$ cat config.mk
export PLATFORM = sky130hd
export DESIGN_NAME = cff_dict_token_decoder_unit
export DESIGN_NICKNAME = d
export VERILOG_FILES = /design/src/hw/rtl/cff_tok_pkg.sv /design/src/hw/rtl/cff_tok_decode.sv /design/src/hw/rtl/cff_tok_queue.sv /design/src/hw/rtl/cff_dict_token_decoder_unit.sv
export SDC_FILE = /design/constraint.sdc
export NUM_CORES = 1
export LEC_CHECK = 0
export ABC_AREA = 1
export ABC_CLOCK_PERIOD_IN_PS = 8100
export BUFFER_PORTS_ARGS = -buffer_cell sky130_fd_sc_hd__buf_2
export CORE_ASPECT_RATIO = 0.9
export CORE_MARGIN = 10
export CORE_UTILIZATION = 30
export CTS_CLUSTER_DIAMETER = 60
export CTS_CLUSTER_SIZE = 40
export DETAILED_ROUTE_END_ITERATION = 16
export GPL_ROUTABILITY_DRIVEN = 0
export PLACE_DENSITY = 0.42
export SYNTH_ARGS = -nofsm -noshare
export SYNTH_HDL_FRONTEND = slang
export SYNTH_SLANG_ARGS = --single-unit
$ cat constraint.sdc
create_clock -name clock -period 8.1 [get_ports clock]
set_input_delay 1.215 -clock clock [delete_from_list [all_inputs] [get_ports clock]]
set_output_delay 1.215 -clock clock [all_outputs]
set_load 0.01 [all_outputs]
$ cat src/hw/rtl/cff_tok_pkg.sv
// ----------------------------------------------------------------------------
// CFF DICT token decoder package
// Shared beat types, token kind codes, parser phases and result queue sizing.
// ----------------------------------------------------------------------------
package cff_tok_pkg;

   localparam int QDepth = 4;
   localparam int QAddrW = $clog2(QDepth);
   localparam int QCountW = $clog2(QDepth + 1);

   localparam logic [2:0] KIND_INT   = 3'd0;
   localparam logic [2:0] KIND_OP    = 3'd1;
   localparam logic [2:0] KIND_NIB   = 3'd2;
   localparam logic [2:0] KIND_END   = 3'd3;
   localparam logic [2:0] KIND_BAD   = 3'd4;
   localparam logic [2:0] KIND_RSV   = 3'd5;
   localparam logic [2:0] KIND_TRUNC = 3'd6;

   localparam logic [7:0] BYTE_ESCAPE    = 8'd12;
   localparam logic [7:0] BYTE_OP_MAX    = 8'd21;
   localparam logic [7:0] BYTE_SHORTINT  = 8'd28;
   localparam logic [7:0] BYTE_LONGINT   = 8'd29;
   localparam logic [7:0] BYTE_REAL      = 8'd30;
   localparam logic [7:0] BYTE_SMALL_MIN = 8'd32;
   localparam logic [7:0] BYTE_SMALL_MAX = 8'd246;
   localparam logic [7:0] BYTE_POS_MIN   = 8'd247;
   localparam logic [7:0] BYTE_POS_MAX   = 8'd250;
   localparam logic [7:0] BYTE_NEG_MIN   = 8'd251;
   localparam logic [7:0] BYTE_NEG_MAX   = 8'd254;
   localparam logic [7:0] SMALL_BIAS     = 8'd139;
   localparam logic [31:0] TWO_BYTE_BIAS = 32'd108;

   localparam logic [3:0] NIB_END = 4'hf;
   localparam logic [3:0] NIB_RSV = 4'hd;

   typedef enum logic [1:0] {
      PH_IDLE,
      PH_INT,
      PH_ESC,
      PH_REAL
   } phase_type;

   typedef struct packed {
      logic [7:0] dict_byte;
      logic       last_byte;
   } req_type;

   typedef struct packed {
      logic [2:0]         token_kind;
      logic signed [31:0] token_value;
      logic               last_of_run;
   } rsp_type;

   typedef struct packed {
      logic [1:0] count;
      rsp_type    res0;
      rsp_type    res1;
   } dec_out_type;

endpackage

$ cat src/hw/rtl/cff_tok_decode.sv
// ----------------------------------------------------------------------------
// CFF DICT token decoder - byte decoder
// Holds the parser state and turns one dict byte into zero to two tokens.
// ----------------------------------------------------------------------------
module cff_tok_decode
   import cff_tok_pkg::*;
(
   input  logic        clock,
   input  logic        reset,
   input  logic        accept,
   input  req_type     req_data,
   output dec_out_type dec_out
);

   phase_type   phase_ff, phase_in, phase_mid;
   logic [2:0]  pend_ff, pend_in;
   logic [7:0]  lead_ff, lead_in;
   logic [31:0] acc_ff, acc_in;

   logic [7:0]  b;
   logic [3:0]  nib_hi, nib_lo;
   logic        lead_pos, lead_neg, real_done;
   logic [7:0]  ext_pos, ext_neg;
   logic [31:0] pos_val, neg_val, acc_shift;
   logic [2:0]  pend_dec;
   dec_out_type res;

   assign b         = req_data.dict_byte;
   assign nib_hi    = b[7:4];
   assign nib_lo    = b[3:0];
   assign lead_pos  = (lead_ff >= BYTE_POS_MIN) && (lead_ff <= BYTE_POS_MAX);
   assign lead_neg  = (lead_ff >= BYTE_NEG_MIN) && (lead_ff <= BYTE_NEG_MAX);
   assign ext_pos   = lead_ff - BYTE_POS_MIN;
   assign ext_neg   = lead_ff - BYTE_NEG_MIN;
   assign pos_val   = {22'd0, ext_pos[1:0], b} + TWO_BYTE_BIAS;
   assign neg_val   = 32'd0 - ({22'd0, ext_neg[1:0], b} + TWO_BYTE_BIAS);
   assign acc_shift = {acc_ff[23:0], b};
   assign pend_dec  = pend_ff - 3'd1;
   assign real_done = (nib_hi == NIB_END) || (nib_hi == NIB_RSV) ||
                      (nib_lo == NIB_END) || (nib_lo == NIB_RSV);

   always_comb begin
      phase_mid = phase_ff;
      pend_in   = pend_ff;
      lead_in   = lead_ff;
      acc_in    = acc_ff;
      case (phase_ff)
         PH_IDLE: begin
            lead_in = b;
            if (b == BYTE_ESCAPE) begin
               phase_mid = PH_ESC;
            end else if (b <= BYTE_OP_MAX) begin
               phase_mid = PH_IDLE;
            end else if ((b >= BYTE_SMALL_MIN) && (b <= BYTE_SMALL_MAX)) begin
               phase_mid = PH_IDLE;
            end else if ((b >= BYTE_POS_MIN) && (b <= BYTE_NEG_MAX)) begin
               phase_mid = PH_INT;
               pend_in   = 3'd1;
            end else if (b == BYTE_SHORTINT) begin
               phase_mid = PH_INT;
               pend_in   = 3'd2;
               acc_in    = 32'd0;
            end else if (b == BYTE_LONGINT) begin
               phase_mid = PH_INT;
               pend_in   = 3'd4;
               acc_in    = 32'd0;
            end else if (b == BYTE_REAL) begin
               phase_mid = PH_REAL;
            end
         end
         PH_ESC: begin
            phase_mid = PH_IDLE;
            pend_in   = 3'd0;
            acc_in    = 32'd0;
         end
         PH_INT: begin
            if (lead_pos || lead_neg || (pend_dec == 3'd0)) begin
               phase_mid = PH_IDLE;
               pend_in   = 3'd0;
               acc_in    = 32'd0;
            end else begin
               acc_in  = acc_shift;
               pend_in = pend_dec;
            end
         end
         PH_REAL: begin
            if (real_done) begin
               phase_mid = PH_IDLE;
               pend_in   = 3'd0;
               acc_in    = 32'd0;
            end
         end
         default: begin
            phase_mid = PH_IDLE;
            pend_in   = 3'd0;
            acc_in    = 32'd0;
         end
      endcase
      phase_in = phase_mid;
      if (req_data.last_byte) begin
         phase_in = PH_IDLE;
         pend_in  = 3'd0;
         acc_in   = 32'd0;
      end
   end

   always_comb begin
      res            = '0;
      res.res0.token_kind = KIND_INT;
      res.res1.token_kind = KIND_INT;
      case (phase_ff)
         PH_IDLE: begin
            if (b == BYTE_ESCAPE) begin
               res.count = 2'd0;
            end else if (b <= BYTE_OP_MAX) begin
               res.count            = 2'd1;
               res.res0.token_kind  = KIND_OP;
               res.res0.token_value = $signed({24'd0, b});
            end else if ((b >= BYTE_SMALL_MIN) && (b <= BYTE_SMALL_MAX)) begin
               res.count            = 2'd1;
               res.res0.token_kind  = KIND_INT;
               res.res0.token_value = $signed({24'd0, b} - {24'd0, SMALL_BIAS});
            end else if (((b >= BYTE_POS_MIN) && (b <= BYTE_NEG_MAX)) ||
                         (b == BYTE_SHORTINT) || (b == BYTE_LONGINT) ||
                         (b == BYTE_REAL)) begin
               res.count = 2'd0;
            end else begin
               res.count            = 2'd1;
               res.res0.token_kind  = KIND_BAD;
               res.res0.token_value = $signed({24'd0, b});
            end
         end
         PH_ESC: begin
            res.count            = 2'd1;
            res.res0.token_kind  = KIND_OP;
            res.res0.token_value = $signed({16'd0, BYTE_ESCAPE, b});
         end
         PH_INT: begin
            if (lead_pos) begin
               res.count            = 2'd1;
               res.res0.token_value = $signed(pos_val);
            end else if (lead_neg) begin
               res.count            = 2'd1;
               res.res0.token_value = $signed(neg_val);
            end else if (pend_dec == 3'd0) begin
               res.count = 2'd1;
               if (lead_ff == BYTE_SHORTINT) begin
                  res.res0.token_value = $signed({{16{acc_shift[15]}}, acc_shift[15:0]});
               end else begin
                  res.res0.token_value = $signed(acc_shift);
               end
            end
         end
         PH_REAL: begin
            if (nib_hi == NIB_END) begin
               res.count            = 2'd1;
               res.res0.token_kind  = KIND_END;
               res.res0.token_value = $signed({28'd0, NIB_END});
            end else if (nib_hi == NIB_RSV) begin
               res.count            = 2'd1;
               res.res0.token_kind  = KIND_RSV;
               res.res0.token_value = $signed({28'd0, NIB_RSV});
            end else begin
               res.count            = 2'd2;
               res.res0.token_kind  = KIND_NIB;
               res.res0.token_value = $signed({28'd0, nib_hi});
               if (nib_lo == NIB_END) begin
                  res.res1.token_kind  = KIND_END;
                  res.res1.token_value = $signed({28'd0, NIB_END});
               end else if (nib_lo == NIB_RSV) begin
                  res.res1.token_kind  = KIND_RSV;
                  res.res1.token_value = $signed({28'd0, NIB_RSV});
               end else begin
                  res.res1.token_kind  = KIND_NIB;
                  res.res1.token_value = $signed({28'd0, nib_lo});
               end
            end
         end
         default: begin
            res.count = 2'd0;
         end
      endcase
      if (req_data.last_byte && (phase_mid != PH_IDLE)) begin
         res.count            = 2'd1;
         res.res0.token_kind  = KIND_TRUNC;
         res.res0.token_value = $signed({24'd0, lead_in});
      end
      if (res.count == 2'd1) begin
         res.res0.last_of_run = 1'b1;
      end
      if (res.count == 2'd2) begin
         res.res1.last_of_run = 1'b1;
      end
   end

   assign dec_out = res;

   always_ff @(posedge clock) begin
      if (reset) begin
         phase_ff <= PH_IDLE;
         pend_ff  <= 3'd0;
         lead_ff  <= 8'd0;
         acc_ff   <= 32'd0;
      end else if (accept) begin
         phase_ff <= phase_in;
         pend_ff  <= pend_in;
         lead_ff  <= lead_in;
         acc_ff   <= acc_in;
      end
   end

endmodule

$ cat src/hw/rtl/cff_tok_queue.sv
// ----------------------------------------------------------------------------
// CFF DICT token decoder - result queue
// Small token queue that takes up to two tokens per beat and hands out one.
// ----------------------------------------------------------------------------
module cff_tok_queue
   import cff_tok_pkg::*;
(
   input  logic        clock,
   input  logic        reset,
   input  logic        push,
   input  dec_out_type dec_out,
   output logic        space_ok,
   output logic        rsp_valid,
   input  logic        rsp_ready,
   output rsp_type     rsp_data
);

   rsp_type             entries_ff [QDepth];
   logic [QAddrW-1:0]   wr_ptr_ff, wr_ptr_in;
   logic [QAddrW-1:0]   rd_ptr_ff, rd_ptr_in;
   logic [QCountW-1:0]  count_ff, count_in;
   logic [1:0]          push_n;
   logic                pop;
   logic [QAddrW-1:0]   wr_ptr_next;

   assign push_n      = push ? dec_out.count : 2'd0;
   assign pop         = rsp_valid && rsp_ready;
   assign wr_ptr_next = wr_ptr_ff + QAddrW'(1);
   assign wr_ptr_in   = wr_ptr_ff + QAddrW'(push_n);
   assign rd_ptr_in   = rd_ptr_ff + QAddrW'(pop);
   assign count_in    = count_ff + QCountW'(push_n) - QCountW'(pop);
   assign rsp_valid   = (count_ff != '0);
   assign rsp_data    = entries_ff[rd_ptr_ff];
   assign space_ok    = (count_ff <= QCountW'(QDepth - 2));

   always_ff @(posedge clock) begin
      if (reset) begin
         wr_ptr_ff <= '0;
         rd_ptr_ff <= '0;
         count_ff  <= '0;
      end else begin
         wr_ptr_ff <= wr_ptr_in;
         rd_ptr_ff <= rd_ptr_in;
         count_ff  <= count_in;
      end
   end

   always_ff @(posedge clock) begin
      if (push_n != 2'd0) begin
         entries_ff[wr_ptr_ff] <= dec_out.res0;
      end
      if (push_n == 2'd2) begin
         entries_ff[wr_ptr_next] <= dec_out.res1;
      end
   end

endmodule

$ cat src/hw/rtl/cff_dict_token_decoder_unit.sv
// ----------------------------------------------------------------------------
// CFF DICT token decoder
// One dict byte per beat in, integer, operator and real-nibble tokens out.
// The unit accepts one dict byte per clock whenever its four-entry token
// queue has room for two tokens. Each byte is decoded in the cycle it is
// accepted, and its tokens are written to the queue and leave in order
// through the result port. Most bytes give at most one token, so the
// sustained rate is one byte per clock while rsp_ready stays high; a byte
// in a real number whose high nibble is not the end or reserved nibble
// gives two tokens; the single result port then paces at one token per clock.
// ----------------------------------------------------------------------------
module cff_dict_token_decoder_unit
   import cff_tok_pkg::*;
(
   input  logic    clock,
   input  logic    reset,
   input  logic    req_valid,
   output logic    req_ready,
   input  req_type req_data,
   output logic    rsp_valid,
   input  logic    rsp_ready,
   output rsp_type rsp_data
);

   dec_out_type dec_out;
   logic        accept;
   logic        space_ok;

   assign req_ready = space_ok;
   assign accept    = req_valid && space_ok;

   cff_tok_decode u_decode (
      .clock    (clock),
      .reset    (reset),
      .accept   (accept),
      .req_data (req_data),
      .dec_out  (dec_out)
   );

   cff_tok_queue u_queue (
      .clock     (clock),
      .reset     (reset),
      .push      (accept),
      .dec_out   (dec_out),
      .space_ok  (space_ok),
      .rsp_valid (rsp_valid),
      .rsp_ready (rsp_ready),
      .rsp_data  (rsp_data)
   );

endmodule

---- Yosys cells after proc, flatten, opt, wreduce, memory -nomap -nowiden ----
Memories as Yosys holds them, arrays and structs flattened. A register that Yosys moved wholly into a read port is not among the register bits.
Index checks and enable logic that the tools add are counted.
Widths: inputs -> output; s select.
cells by class
  order comparisons ....................... 10
  reductions and logical operators ........ 22
  muxes and demuxes ....................... 64
  equal/unequal tests ..................... 22
  add/subtract/negate cells ............... 12
operators with widths
  operator               count
  $mux 35                7
  $mux 24                9
  $mux 37                4
  $mux 32                4
  $pmux 32 s4            1
  $pmux 24 s4            1
  $mux 36                1
  $eq 8x5->1 const B     4
  $le 8x8->1 const B     4
  $sub 1x32->32 const A  1
  $mux 2                 15
  $mux 3                 9
  $ge 8x8->1 const B     3
  $add 10x7->11 const B  2
  $eq 4x4->1 const B     4
  $pmux 2 s4             2
  $ne 3x3->1 const B     4
  $pmux 3 s4             1
  $pmux 3 s3             1
  $sub 8x8->9 const B    1
  $eq 2x2->1 const B     4
  $eq 8x4->1 const B     1
  $ge 8x6->1 const B     1
  $le 8x5->1 const B     1
  22 further kinds       45
storage, ports and cells
  bits in registers ....................... 44
  memories ................................ 1
  bits in writable memories ............... 144
  logic and storage cells ................. 138
memory list
  memory              depth  width  read ports  clocked after memory_dff  wr ports  line                 text
  u_queue.entries_ff  4      36     1           1                         2         cff_tok_queue.sv:18  rsp_type entries_ff [QDepth];

---- Longest topological paths before layout ----
  depth after elaboration ................. 16
  gate-level depth with buffers ........... 22
  mapped depth without buffers ............ 22

---- Cells and area by module ----
A second synthesis with hierarchy kept.
second synthesis, totals
  cell total of the unflattened synthesis .. 1508
  area total of the unflattened synthesis .. 11793.8 um2
modules (own cells, without submodules)
  module                       instances  area each (um2)  cells each  seq. area each (um2)
  cff_tok_queue                1          7701.1           767         4464.3
  cff_tok_decode               1          4085.2           739         740.7
  cff_dict_token_decoder_unit  1          7.5              2           0.0

---- Least setup slack after synthesis ----
Ideal clock, no wire load.
  path kind ............................... input port to flip-flop
  from .................................... in req_data[2] (netlist bit)
  to ...................................... reg u_queue.count_ff[2]
  library setup time ...................... 0.128 ns
  required time ........................... 7.972 ns
  arrival ................................. 3.553 ns
  path buffers ............................ 1
  path slack .............................. 4.419 ns
  cell stages on the path ................. 18
  path through ............................ clkbuf_2 inv_1 ha_1 nand2_1 inv_1 o21ai_2 nand3_2 nand2_1 nand2_1 nand4_2 nand3_2 nand2_4 nand3_4 ha_1 fa_1 xor2_1 inv_1 nor2_1
between the ends
  word-level cells in the longest chain between the ends .. 15
  elaborated cells on any way between the ends .. 38
  classes of those cells .................. 2 x add/sub; 5 x order compare; 6 x eq/ne; 16 x mux; 9 x reduce/logical
RTL lines
  what                    line                                         text
  start: declaration      cff_dict_token_decoder_unit.sv:19            input req_type req_data,
  $eq 8x5->1              cff_tok_decode.sv:67, cff_tok_decode.sv:125
  $mux 2                  cff_tok_decode.sv:67                         end else if (b == BYTE_REAL) begin
  $mux 2                  cff_tok_decode.sv:63                         end else if (b == BYTE_LONGINT) begin
  $mux 2                  cff_tok_decode.sv:59                         end else if (b == BYTE_SHORTINT) begin
  $mux 2                  cff_tok_decode.sv:56                         end else if ((b >= BYTE_POS_MIN) && (b <= BYTE_NEG_MAX)) begin
  $mux 2                  cff_tok_decode.sv:54                         end else if ((b >= BYTE_SMALL_MIN) && (b <= BYTE_SMALL_MAX)) begin
  $mux 2                  cff_tok_decode.sv:52                         end else if (b <= BYTE_OP_MAX) begin
  $mux 2                  cff_tok_decode.sv:50                         if (b == BYTE_ESCAPE) begin
  $pmux 2 s4              cff_tok_decode.sv:47                         case (phase_ff)
  $reduce_bool 2->1       cff_tok_decode.sv:183                        if (req_data.last_byte && (phase_mid != PH_IDLE)) begin
  $logic_and 1x1->1       cff_tok_decode.sv:183
  $mux 37 (*)             cff_tok_decode.sv:183
  $mux 2 (*)              cff_tok_queue.sv:26                          assign push_n = push ? dec_out.count : 2'd0;
  $add 3x2->3 (*)         cff_tok_queue.sv:31                          assign count_in = count_ff + QCountW'(push_n) - QCountW'(pop);
  $sub 3x1->3 (*)         cff_tok_queue.sv:31
  end signal: assignment  cff_tok_queue.sv:44                          count_ff <= count_in;
  end: declaration        cff_tok_queue.sv:21                          logic [QCountW-1:0] count_ff, count_in;
Every way passes the cells marked *; elsewhere a longest branch is shown, timed or not.
A chain may end at the register's enable or synchronous reset.

==> run_results.csv <==
group,metric,value,unit
floorplan,io_pins,51,
logic_synthesis,yosysSeqAreaShare,38.9,%
logic_synthesis,yosysTopAreaCellShare,29.8,%
floorplan,fp-row-count,64,
timing,tightest_slew,1.11,ns
detailed_routing,first_iter_violations,836,
logic_synthesis,synth_edf_count,32,
logic_synthesis,synth_area_per_cell,6.94,µm²
pwr,p_int,2.15,mW
logic_synthesis,synth_warnings,0,
logic_synthesis,ys_ff_latch,188,
cells_and_area,final_area,0.0115,mm²
worst_setup_path,crit_type,"in2reg",
timing,hold_viol_final,0,
cts,cts.path.max_buffers,2,
pwr,power_switching,1.49,mW
detailed_routing,vias,10300,
timing,whs,0.463,ns
timing,clock_skew,0.0193,ns
timing,fin_crit_sh,57.1,%
pwr,p_seq_share,39.3,%
logic_synthesis,yosys.area_share.adder,2.46,%
detailed_routing,dr.pass1.iters,5,
detailed_routing,wl_per_cell,20.0,µm
pwr,p_leak,5.11,nW
floorplan,die_area,0.0428,mm²
timing,slew_violations,0,
logic_synthesis,syn-num-nets,1544,
cells_and_area,n_antenna_cell,0,
logic_synthesis,synthSimpleGateAreaFrac,33.7,%
worst_setup_path,start_kind,"primary input",
cts,cts.sinks,188,
cts,cts.repair.resized,0,
global_routing,antenna_found_initial,0,
logic_synthesis,async_reset_ff_share,0,%
timing,fin_ws,3.48,ns
timing,slew_headroom,25.6,%
placed_design,pre_cts_ws,3.08,ns
cts,worstSkewPairLatency,0.46,ns
logic_synthesis,syn_area,0.0105,mm²
flow_run,drv_cap,0,
placed_design,port_buffers,50,
pwr,switching_share,40.9,%
timing,min_period,4.62,ns
worst_setup_path,path_max_fanout,69,
global_routing,grt_usage,18.4,%
placed_design,hpwlAfterDp,24.7,mm
worst_setup_path,cp-end-kind,"flip-flop",
logic_synthesis,synth_area_leaders,"dfxtp_1 (30%), nand3_1 (13%), nand2_1 (11%), edfxtp_1 (9.2%), o21ai_0 (8.3%)",
logic_synthesis,yosysMostFrequentCell,"nand2_1",
floorplan,core_area,0.0343,mm²
timing,fmax,216,MHz
logic_synthesis,synth-main-ff-cell,"dfxtp_1",
logic_synthesis,synth_compound_area_share,15.3,%
floorplan,die_height,197,µm
pwr,clkPwrFrac,23.7,%
logic_synthesis,netlist_instances,1511,
logic_synthesis,synth_common_cells,"nand2_1 (303), nand3_1 (272), o21ai_0 (173)",
detailed_routing,ant_nets,0,
run_status,run_status,"complete, no violations",
cts,postCtsSetupBuffers,0,
global_routing,grt_pass1_wl,61.3,mm
hold_path,hold_path_class,"reg2reg",
logic_synthesis,synthMuxAreaShare,0,%
timing,setup_violations,0,
worst_setup_path,cp.arrival,4.74,ns
logic_synthesis,synth_cell_types,43,
placed_design,placed_cell_area,0.0110,mm²
detailed_routing,viasPerCell,5.24,
global_routing,grt_pass1_vias,9940,
floorplan,die_w,217,µm
timing,rsz0062_at_grt,"no",
pwr,cellPowerDensity,315,mW/mm²
detailed_routing,drt_wl_total,39.4,mm
cells_and_area,n_fill_cell,3778,
logic_synthesis,synth_xor_area_share,1.09,%
pwr,peakVddDrop,167,µV
timing,fin_setup_tns,0,ns
logic_synthesis,yosysTopAreaCell,"dfxtp_1",
cts,h-tree-depth,4,
cells_and_area,areaGrowthSynthToFinish,10.1,%
detailed_routing,drc_errors,0,
cts,cts_buffers,17,
cts,clk_pin_slew_worst_paths,0.07,ns
global_routing,grt_overflow,0,
cells_and_area,nets,1528,
cells_and_area,drive_above_1_share,9.81,%
global_routing,grt_max_degree,81,
pwr,combPwrFrac,37.0,%
worst_setup_path,required,8.21,ns
logic_synthesis,synth_top_family_by_area,"simple AND/OR/NAND/NOR gates",
cts,cts_root_buffer,"clkbuf_16",
floorplan,start_util,30.6,%
cts,postCtsHoldBufs,0,
cts,cts_tree,"done",
==> cell type report <==
type                    instances  area [µm²]  share of cell area (%)
multi-input cells            1121        5530                    47.9
flip-flops and latches        188        4090                    35.4
well taps                     462         578                    5.01
clock buffers                  17         425                    3.69
repair buffers                 71         408                    3.53
inverters                      96         360                    3.12
clock inverters                15         154                    1.33
==> cell families (layout without fill, tap and decap cells) <==
family	count (synthesis)	count (layout)
simple gates	791	791
compound gates	297	297
buf+inv	202	199
flops	188	188
fa+ha+maj	20	20
xor+xnor	13	13
==> registers in the layout, indices dropped and copies added, names as in the netlist <==
name and cells:
u_queue.entries_ff 144, u_decode.acc_ff 24, u_decode.lead_ff 8, u_decode.pend_ff 3
u_queue.count_ff 3, u_decode.phase_ff 2, u_queue.rd_ptr_ff 2, u_queue.wr_ptr_ff 2
==> metrics by stage <==
step	total power [mW]	std cells	util [%]
after global placement	2.80	1938	32.0
after detailed placement	2.81	1938	32.0
final	3.64	1970	33.7
after CTS	3.68	1970	33.7
after floorplan	2.33	1511	-
after global routing	3.91	1970	33.7
==> worst paths after layout <==
check        slack, ns                        end  cells after the start                       from
max reg2reg       3.62   u_queue.entries_ff[3][4]                     16        u_decode.lead_ff[0]
min               0.46  u_queue.entries_ff[2][19]                      2  u_queue.entries_ff[2][19]
min reg2reg       0.46  u_queue.entries_ff[2][19]                      2  u_queue.entries_ff[2][19]
max               3.48   u_queue.entries_ff[3][4]                     19                req_data[4]
==> power by group through the flow <==
stage / Combinational [mW] / Clock (mW) / Sequential (mW)
after floorplan: 0.925 / 0 / 1.40
after global placement: 1.36 / 0 / 1.44
after detailed placement: 1.37 / 0 / 1.44
after CTS: 1.37 / 0.888 / 1.42
after global routing: 1.53 / 0.917 / 1.46
final: 1.35 / 0.862 / 1.43
==> cells in the final DEF, fill, tap and decap left out, types with 2 or more instances in the layout <==
master,instances
clkinvlp_4,2
o22ai_1,36
inv_6,5
a211oi_1,7
nand3_1,272
o221ai_1,2
xor2_1,7
nor2_4,4
edfxtp_1,32
nand3_2,13
nand2_1,303
a21oi_1,63
ha_1,19
o211ai_1,7
buf_2,50
nor2_2,3
buf_4,21
nand4_1,7
clkbuf_16,17
nand2_4,4
inv_2,7
dfxtp_1,155
nor3_1,10
inv_8,3
nor2_1,163
o21ai_0,173
clkinv_4,3
inv_1,89
a31oi_1,4
xnor2_1,6
nand2_2,7
==> worst max-delay path, stage by stage <==
cell and delay (ns):
buf_2 0.16, inv_1 0.24, ha_1 0.31, nand2_1 0.07, inv_1 0.06, nand2_1 0.04
nand2_1 0.07, nand2_2 0.08, nand2_4 0.10, nand2_2 0.07, o21ai_1 0.14, nand2_1 0.10
nand3_2 0.11, nand2_4 0.11, nand2_2 0.15, nand2_2 0.09, nand2_4 0.58, nand2_4 0.53
nand2_1 0.48
==> per-layer routing <==
| metal | wire, µm | track usage, % | vias to the layer above |
|---|---|---|---|
| li1 | - | - | 5067 |
| met1 | 18900 | 25.2 | 4939 |
| met2 | 17700 | 28.8 | 276 |
| met3 | 2090 | 3.58 | 45 |
| met4 | 716 | 4.97 | 0 |
| met5 | 0 | 0 | - |
Power figures use the tool's default switching activity.
